<file path="config.mk">
export PLATFORM = sky130hd
export DESIGN_NAME = murmur2_string_hash
export DESIGN_NICKNAME = d
export VERILOG_FILES = /design/src/design/mm2h_pkg.sv /design/src/design/mm2h_front.sv /design/src/design/mm2h_queue.sv /design/src/design/mm2h_back.sv /design/src/design/murmur2_string_hash.sv
export SDC_FILE = /design/constraint.sdc
export NUM_CORES = 1
export LEC_CHECK = 0
export ABC_AREA = 0
export ABC_CLOCK_PERIOD_IN_PS = 11100
export BUFFER_PORTS_ARGS = -buffer_cell sky130_fd_sc_hd__buf_2
export CORE_MARGIN = 4
export CORE_UTILIZATION = 40
export CTS_BUF_LIST = sky130_fd_sc_hd__clkbuf_8
export DETAILED_ROUTE_END_ITERATION = 8
export GPL_TIMING_DRIVEN = 0
export PLACE_DENSITY = 0.64
export SLEW_MARGIN = 10
export SYNTH_ARGS = -nofsm -noshare
export SYNTH_HDL_FRONTEND = slang
export SYNTH_HIERARCHICAL = 1
export SYNTH_SLANG_ARGS = --single-unit
</file>
<file path="constraint.sdc">
create_clock -name i_clk -period 11.1 [get_ports i_clk]
set_input_delay 1.11 -clock i_clk [delete_from_list [all_inputs] [get_ports i_clk]]
set_output_delay 1.11 -clock i_clk [all_outputs]
set_load 0.005 [all_outputs]
</file>
<file path="src/design/mm2h_pkg.sv">
package mm2h_pkg;

    localparam logic [31:0] MIX_MUL     = 32'h5bd1e995;
    localparam int          MIX_SHIFT   = 24;
    localparam int          FIN_SHIFT_A = 13;
    localparam int          FIN_SHIFT_B = 15;
    localparam logic [31:0] SEED_RESET  = 32'd5381;
    localparam int          QUEUE_DEPTH = 4;

    // APB register indexes
    localparam logic REG_HASH_SEED = 1'b0;

    // One queued command: what the back end does for one input item.
    // load and mix never occur together, so they share data.
    typedef struct packed {
        logic        load;     // data is seed ^ length, replaces running hash
        logic        mix;      // data is a completed word to mix and fold in
        logic        fin;      // finalize and emit after the steps above
        logic        tail_en;  // one to three leftover bytes in tail
        logic [31:0] data;
        logic [23:0] tail;
    } t_cmd;

endpackage

</file>
<file path="src/design/mm2h_front.sv">
module mm2h_front (
    input  logic              i_clk,
    input  logic              i_rst_n,
    input  logic [31:0]       i_seed,
    input  logic              i_valid,
    input  logic [7:0]        i_key_byte,
    input  logic [31:0]       i_key_length,
    input  logic              i_first_item,
    input  logic              i_last_item,
    input  logic              i_empty_key,
    output logic              o_ready,
    input  logic              i_q_full,
    output logic              o_push,
    output mm2h_pkg::t_cmd    o_cmd
);

    logic [1:0]  r_phase, n_phase;
    logic [23:0] r_part,  n_part;
    logic        w_accept;

    assign o_ready  = !i_q_full;
    assign w_accept = i_valid && o_ready;

    always_comb begin
        n_phase = i_first_item ? 2'd0  : r_phase;
        n_part  = i_first_item ? 24'd0 : r_part;

        o_cmd.load    = i_first_item;
        o_cmd.mix     = 1'b0;
        o_cmd.fin     = i_last_item;
        o_cmd.tail_en = 1'b0;
        o_cmd.data    = i_seed ^ i_key_length;
        o_cmd.tail    = 24'd0;

        if (!i_empty_key) begin
            unique case (n_phase)
                2'd0: n_part[7:0]   = i_key_byte;
                2'd1: n_part[15:8]  = i_key_byte;
                2'd2: n_part[23:16] = i_key_byte;
                2'd3: begin
                    // word complete, little-endian: this byte is the top one
                    o_cmd.mix  = 1'b1;
                    o_cmd.data = {i_key_byte, n_part};
                    n_part     = 24'd0;
                end
            endcase
            n_phase = n_phase + 2'd1;
        end

        if (i_last_item) begin
            o_cmd.tail_en = (n_phase != 2'd0);
            o_cmd.tail    = n_part;
            n_phase       = 2'd0;
            n_part        = 24'd0;
        end
    end

    // items that neither load, complete a word nor finish leave no command
    assign o_push = w_accept && (o_cmd.load || o_cmd.mix || o_cmd.fin);

    always_ff @(posedge i_clk) begin
        if (!i_rst_n) begin
            r_phase <= 2'd0;
            r_part  <= 24'd0;
        end else if (w_accept) begin
            r_phase <= n_phase;
            r_part  <= n_part;
        end
    end

endmodule

</file>
<file path="src/design/mm2h_queue.sv">
module mm2h_queue #(
    parameter int DEPTH = mm2h_pkg::QUEUE_DEPTH
) (
    input  logic              i_clk,
    input  logic              i_rst_n,
    input  logic              i_push,
    input  mm2h_pkg::t_cmd    i_cmd,
    output logic              o_full,
    input  logic              i_pop,
    output logic              o_valid,
    output mm2h_pkg::t_cmd    o_head
);

    localparam int PW = (DEPTH > 1) ? $clog2(DEPTH) : 1;
    localparam int CW = $clog2(DEPTH + 1);
    localparam logic [PW-1:0] LAST_PTR  = PW'(DEPTH - 1);
    localparam logic [CW-1:0] FULL_CNT  = CW'(DEPTH);

    mm2h_pkg::t_cmd r_mem [DEPTH];
    logic [PW-1:0]  r_wr_ptr, r_rd_ptr;
    logic [CW-1:0]  r_count;

    assign o_full  = (r_count == FULL_CNT);
    assign o_valid = (r_count != '0);
    assign o_head  = r_mem[r_rd_ptr];

    always_ff @(posedge i_clk) begin
        if (i_push) begin
            r_mem[r_wr_ptr] <= i_cmd;
        end
    end

    always_ff @(posedge i_clk) begin
        if (!i_rst_n) begin
            r_wr_ptr <= '0;
            r_rd_ptr <= '0;
            r_count  <= '0;
        end else begin
            if (i_push) begin
                r_wr_ptr <= (r_wr_ptr == LAST_PTR) ? '0 : r_wr_ptr + 1'b1;
            end
            if (i_pop) begin
                r_rd_ptr <= (r_rd_ptr == LAST_PTR) ? '0 : r_rd_ptr + 1'b1;
            end
            if (i_push && !i_pop) begin
                r_count <= r_count + 1'b1;
            end else if (i_pop && !i_push) begin
                r_count <= r_count - 1'b1;
            end
        end
    end

`ifndef NO_ASSERTIONS
    a_no_overflow: assert property (@(posedge i_clk) disable iff (!i_rst_n)
        i_push |-> !o_full)
        else $error("command pushed into full queue");

    a_no_underflow: assert property (@(posedge i_clk) disable iff (!i_rst_n)
        i_pop |-> o_valid)
        else $error("command popped from empty queue");
`endif

endmodule

</file>
<file path="src/design/mm2h_back.sv">
module mm2h_back (
    input  logic              i_clk,
    input  logic              i_rst_n,
    input  logic              i_q_valid,
    input  mm2h_pkg::t_cmd    i_head,
    output logic              o_pop,
    output logic              o_valid,
    input  logic              i_ready,
    output logic [31:0]       o_hash_value
);

    localparam logic [2:0] ST_IDLE = 3'd0;
    localparam logic [2:0] ST_K2   = 3'd1;
    localparam logic [2:0] ST_K3   = 3'd2;
    localparam logic [2:0] ST_TAIL = 3'd3;
    localparam logic [2:0] ST_FIN1 = 3'd4;
    localparam logic [2:0] ST_FIN2 = 3'd5;

    logic [2:0]  r_state, n_state;
    logic [31:0] r_hash,  n_hash;
    logic [31:0] r_tmp,   n_tmp;
    logic        r_fin,   n_fin;
    logic        r_tail_en, n_tail_en;
    logic [23:0] r_tail,  n_tail;
    logic        r_out_valid, n_out_valid;
    logic [31:0] r_out,   n_out;
    logic [31:0] w_op, w_prod, w_final;
    logic        w_slot_free;

    // single shared multiplier by the mix constant
    always_comb begin
        unique case (r_state)
            ST_IDLE: w_op = i_head.data;
            ST_K2:   w_op = r_tmp ^ (r_tmp >> mm2h_pkg::MIX_SHIFT);
            ST_K3:   w_op = r_hash;
            ST_TAIL: w_op = r_hash ^ {8'd0, r_tail};
            ST_FIN1: w_op = r_hash ^ (r_hash >> mm2h_pkg::FIN_SHIFT_A);
            default: w_op = 32'd0;
        endcase
    end

    assign w_prod      = w_op * mm2h_pkg::MIX_MUL;
    assign w_final     = r_hash ^ (r_hash >> mm2h_pkg::FIN_SHIFT_B);
    assign w_slot_free = !r_out_valid || i_ready;
    assign o_pop       = (r_state == ST_IDLE) && i_q_valid;

    always_comb begin
        n_state     = r_state;
        n_hash      = r_hash;
        n_tmp       = r_tmp;
        n_fin       = r_fin;
        n_tail_en   = r_tail_en;
        n_tail      = r_tail;
        n_out       = r_out;
        n_out_valid = r_out_valid && !i_ready;

        unique case (r_state)
            ST_IDLE: begin
                if (i_q_valid) begin
                    n_tmp     = w_prod;
                    n_fin     = i_head.fin;
                    n_tail_en = i_head.tail_en;
                    n_tail    = i_head.tail;
                    if (i_head.load) begin
                        n_hash = i_head.data;
                    end
                    priority if (i_head.mix) begin
                        n_state = ST_K2;
                    end else if (i_head.fin) begin
                        n_state = i_head.tail_en ? ST_TAIL : ST_FIN1;
                    end else begin
                        n_state = ST_IDLE;
                    end
                end
            end
            ST_K2: begin
                n_tmp   = w_prod;
                n_state = ST_K3;
            end
            ST_K3: begin
                n_hash = w_prod ^ r_tmp;
                priority if (r_fin) begin
                    n_state = r_tail_en ? ST_TAIL : ST_FIN1;
                end else begin
                    n_state = ST_IDLE;
                end
            end
            ST_TAIL: begin
                n_hash  = w_prod;
                n_state = ST_FIN1;
            end
            ST_FIN1: begin
                n_hash  = w_prod;
                n_state = ST_FIN2;
            end
            ST_FIN2: begin
                if (w_slot_free) begin
                    n_hash      = w_final;
                    n_out       = w_final;
                    n_out_valid = 1'b1;
                    n_state     = ST_IDLE;
                end
            end
            default: n_state = ST_IDLE;
        endcase
    end

    always_ff @(posedge i_clk) begin
        if (!i_rst_n) begin
            r_state     <= ST_IDLE;
            r_hash      <= 32'd0;
            r_fin       <= 1'b0;
            r_tail_en   <= 1'b0;
            r_out_valid <= 1'b0;
        end else begin
            r_state     <= n_state;
            r_hash      <= n_hash;
            r_fin       <= n_fin;
            r_tail_en   <= n_tail_en;
            r_out_valid <= n_out_valid;
        end
    end

    always_ff @(posedge i_clk) begin
        r_tmp  <= n_tmp;
        r_tail <= n_tail;
        r_out  <= n_out;
    end

    assign o_valid      = r_out_valid;
    assign o_hash_value = r_out;

`ifndef NO_ASSERTIONS
    a_cmd_has_work: assert property (@(posedge i_clk) disable iff (!i_rst_n)
        o_pop |-> (i_head.load || i_head.mix || i_head.fin))
        else $error("queued command carries no work");

    a_result_from_fin: assert property (@(posedge i_clk) disable iff (!i_rst_n)
        (r_state == ST_FIN2) && w_slot_free |=> r_out_valid && (r_state == ST_IDLE))
        else $error("finalized hash not loaded into output register");

    a_tail_excl_mix: assert property (@(posedge i_clk) disable iff (!i_rst_n)
        o_pop && i_head.mix |-> !i_head.tail_en && !i_head.load)
        else $error("word mix command with tail or load");
`endif

endmodule

</file>
<file path="src/design/murmur2_string_hash.sv">
// 32-bit MurmurHash2 over a key streamed one byte per transaction. The first
// transaction of a key (tuser[0]) carries the total length, which is XORed with
// the hash_seed register (APB, address 0, reset 5381) to start the hash; tlast
// ends the key and exactly one 32-bit hash transaction follows. A zero-length
// key is one transaction with tuser[1] (empty) set together with first and
// last. Rate: the front end gathers bytes and takes one byte per cycle while
// its command queue has room. Each completed four-byte word goes through the back
// end states IDLE, K2 and K3 on its single shared 32x32 multiplier, so the back
// end keeps ahead of the byte stream and long keys sustain one byte per cycle,
// with short bursts absorbed by the queue. After the last byte the back end
// finalizes through FIN1 and FIN2 (after TAIL with leftover tail bytes, after
// K2 and K3 when that byte completes a word), plus any command still queued ahead.
// The result sits in an output register, so the next key is accepted while
// the previous hash waits to be taken. Without a new first transaction bytes
// continue from the previous finalized hash.
module murmur2_string_hash #(
    parameter int QUEUE_DEPTH = mm2h_pkg::QUEUE_DEPTH
) (
    input  logic        i_clk,
    input  logic        i_rst_n,

    input  logic        i_s_tvalid,
    output logic        o_s_tready,
    input  logic [39:0] i_s_tdata,   // [7:0] key_byte, [39:8] key_length
    input  logic [1:0]  i_s_tuser,   // [0] first_item, [1] empty_key
    input  logic        i_s_tlast,   // last_item

    output logic        o_m_tvalid,
    input  logic        i_m_tready,
    output logic [31:0] o_m_tdata,   // [31:0] hash_value

    input  logic        psel,
    input  logic        penable,
    input  logic        pwrite,
    input  logic [2:0]  paddr,
    input  logic [31:0] pwdata,
    output logic [31:0] prdata,
    output logic        pready
);

    logic [31:0]    r_seed;
    logic           w_cfg_wr;
    logic           w_q_full, w_push, w_pop, w_q_valid;
    mm2h_pkg::t_cmd w_cmd, w_head;

    // config register; paddr[2] selects the register index
    assign pready   = 1'b1;
    assign w_cfg_wr = psel && penable && pwrite && pready
                      && (paddr[2] == mm2h_pkg::REG_HASH_SEED);
    assign prdata   = (paddr[2] == mm2h_pkg::REG_HASH_SEED) ? r_seed : 32'd0;

    always_ff @(posedge i_clk) begin
        if (!i_rst_n) begin
            r_seed <= mm2h_pkg::SEED_RESET;
        end else if (w_cfg_wr) begin
            r_seed <= pwdata;
        end
    end

    // byte gathering and command building
    mm2h_front u_front (
        .i_clk        (i_clk),
        .i_rst_n      (i_rst_n),
        .i_seed       (r_seed),
        .i_valid      (i_s_tvalid),
        .i_key_byte   (i_s_tdata[7:0]),
        .i_key_length (i_s_tdata[39:8]),
        .i_first_item (i_s_tuser[0]),
        .i_last_item  (i_s_tlast),
        .i_empty_key  (i_s_tuser[1]),
        .o_ready      (o_s_tready),
        .i_q_full     (w_q_full),
        .o_push       (w_push),
        .o_cmd        (w_cmd)
    );

    // decouples byte intake from the multiply sequence
    mm2h_queue #(
        .DEPTH (QUEUE_DEPTH)
    ) u_queue (
        .i_clk   (i_clk),
        .i_rst_n (i_rst_n),
        .i_push  (w_push),
        .i_cmd   (w_cmd),
        .o_full  (w_q_full),
        .i_pop   (w_pop),
        .o_valid (w_q_valid),
        .o_head  (w_head)
    );

    // word mix, fold and finalize on one multiplier
    mm2h_back u_back (
        .i_clk        (i_clk),
        .i_rst_n      (i_rst_n),
        .i_q_valid    (w_q_valid),
        .i_head       (w_head),
        .o_pop        (w_pop),
        .o_valid      (o_m_tvalid),
        .i_ready      (i_m_tready),
        .o_hash_value (o_m_tdata)
    );

endmodule
</file>
==> metrics.md <==
| Metric | Value |
|---|---|
| Mean post-synth cell area | 11.4 µm² |
| Setup-failing EPs final | 0 |
| DR WL/cell | 24.5 µm |
| Synthesized area | 29,500 µm² |
| Final ANT Viol Nets | 0 |
| Sink Count | 433 |
| Hold Path Origin | u_back/r_hash[17] |
| Global route overflow | 0 |
| WL final | 94,200 µm |
| Critical Path RT | 11.66 ns |
| Cell Rows | 99 |
| DIE WIDTH | 279 µm |
| Slew of the pin with the lowest slew margin | 1.19 ns |
| Final period utilization | 97.0% |
| #FFs+latches synth | 433 |
| Initial antenna violation count | 2 |
| R2R depth | 33 |
| WP data arrival | 11.33 ns |
| Setup bufs post-CTS | 0 |
| DP Wirelength | 72,800 µm |
| Ys Warns | 6 |
| 1st-iter DRT viols | 1,772 |
| Die footprint | 78,100 µm² |
| Number of global-route vias before repair | 22,200 |
| Seq/Total Area, Yosys | 40.6% |
| I/O pins | 152 |
| Max Cap Viol | 0 |
| Clock-pin slew on the worst setup and hold paths | 0.06 ns |
| Min Tclk post-route | 10.77 ns |
| CTS tree | done |
| Outcome | completed |
| Fin. max-slew vios | 0 |
| Final Hold Fails | 0 |
| Crit path launch type | register |
| Root buffer cell | clkbuf_8 |
| Unrepaired setup endpoints after global routing | no |
| Hold/Removal Path Class | register to register |
| Slew margin rel. | 20.7% |
| Clock Path Buffers | 3 |
| WS Path Type | register to register |
| Yosys cell types | 89 |
| Core box area | 73,000 µm² |
| Layout area overhead | 13.4% |
| GRT Util Overall | 24.2% |
| Final RePlAce weighted congestion | 0.962 |
| Design area | 33,400 µm² |
| Largest net degree at the start of global routing | 49 |
| Layout Nets | 3,326 |
| Vert. Die Dim | 279 µm |
| H-tree Lvls | 3 |
| Hold worst-path end | u_back/o_hash_value[17] |
| Dpl cell area | 31,900 µm² |
| Vias per cell | 5.47 |
| Net Count, Synth | 3,072 |
| Port bufs | 148 |
| First-pass GRT wire length | 141,000 µm |
| Worst clock skew | 0.0372 ns |
| Worst path slowest cell | buf_1 |
| CTS Buf Count | 78 |
| Initial Util | 40.4% |
| DR vias | 21,100 |
| Worst Hold Depth | 0 |
| Crit-path max cell delay | 0.74 ns |
| Crit. End Element | register |
| Ys flop type | edfxtp_1 |
| PostCTS Resize Cnt | 0 |
| Most used cell along the critical path | fa_1 |
| CP top delay family | buffers and inverters |
| Crit path max fanout | 10 |
| RR Startpoint | u_back/r_state[0] |
| # hold bufs at CTS | 0 |
| Cells after Synth | 2,582 |
| DRC violations left | 0 |
| EDFF count, synth | 328 |
| R2R setup slack | 0.33 ns |
| Fmax | 0.0929 GHz |
| Reg-to-reg endpoint | u_back/r_hash[29] |
| Clk_lat worst skew | 0.67 ns |
| FFs w/ async S/R, synth | 0% |
| Layout cells sized above 1 | 15.0% |
| Pre-antenna DRT Iters | 7 |
| Worst path buffer plus inverter count | 14 |
-- layer usage --
layer  routed length [µm]  track usage [%]
met1                38300             31.1
met2                44000             39.7
met3                 6350             4.03
met4                 5620             12.4
met5                    0                0
-- Yosys cell counts (all sizes together), types with 33 or more instances --
| library cell | n | area, µm² |
|---|---|---|
| edfxtp | 328 | 9850 |
| a21oi | 98 | 494 |
| inv | 389 | 1460 |
| ha | 224 | 2800 |
| buf | 63 | 503 |
| nand2 | 178 | 676 |
| nor2 | 106 | 410 |
| dfxtp | 105 | 2100 |
| nor2b | 55 | 347 |
| mux2i | 65 | 651 |
| fa | 181 | 3620 |
| a211oi | 33 | 253 |
| o21ai | 111 | 574 |
| xnor2 | 101 | 892 |
| xor2 | 55 | 482 |
| nand3 | 36 | 180 |
| mux4 | 60 | 1350 |
| clkbuf | 72 | 270 |
-- per-stage QoR --
stage / setup TNS [ns] / util, % / cells / worst slack [ns] / hold slack [ns]
floorplan: 0 / - / 2582 / 2.67 / 0.403
global placement: -23.02 / 43.0 / 3689 / -1.60 / 0.416
detailed placement: 0 / 43.7 / 3714 / 0.655 / 0.413
CTS: 0 / 45.8 / 3850 / 0.566 / 0.425
global route: 0 / 45.8 / 3851 / 0.208 / 0.430
finish: 0 / 45.8 / 3852 / 0.333 / 0.427
-- layout make-up --
class	instances	area (µm²)
inverter	390	1460
sequential	433	12000
clock inverter	50	335
buffer	135	773
multi-input combinational	1624	15400
clock buffer	86	1180
tap	959	1200
fill	6725	39600
antenna	1	2.50
timing repair buffer	174	1120
-- state kept, by name (all words and copies together), names as in the netlist, 3 cells and up, named ones only --
name                 flops
u_queue/r_mem          240
r_seed                  32
u_back/o_hash_value     32
u_back/r_hash           32
u_back/r_tmp            32
u_back/r_tail           24
u_front/r_part          24
u_back/r_state           3
u_queue/r_count          3
-- layout by cell type (no fill, tap or decap), drive strengths merged, types with 101 or more instances in the layout --
cell and instances:
inv 418, clkbuf 158, dfxtp 105, xnor2 101, nor2 106, fa 181, buf 237, nand2 178
ha 224, o21ai 111, edfxtp 328
-- cell families (layout without fill, tap and decap cells) --
group / count (synthesis) / count (layout) / share of synthesized area, %
AO/OA/AOI/OAI: 414 / 414 / 9.37
other: 1 / 2 / 0.0127
multiplexers: 126 / 126 / 6.83
AND/OR/NAND/NOR: 515 / 515 / 8.62
flip-flops: 433 / 433 / 40.6
buffers and inverters: 525 / 835 / 7.59
XOR/XNOR: 163 / 163 / 5.21
adder cells (fa/ha/maj): 405 / 405 / 21.8
-- worst max path at each step --
stage	from	to	slack, ns	cells after the start
final	u_back/r_state[0]	u_back/r_hash[29]	0.33	33
after detailed placement	u_back/r_state[0]	u_back/r_hash[29]	0.66	31
after global routing	u_back/r_state[0]	u_back/r_hash[29]	0.21	33
after floorplan	u_back/r_state[0]	u_back/r_hash[29]	2.67	31
after CTS	u_back/r_state[0]	u_back/r_hash[29]	0.57	33
after global placement	u_back/r_state[0]	u_back/r_hash[29]	-1.60	30
Power is not shown: default switching activity piles up to over one toggle a cycle in this logic, so the estimate is an artifact.
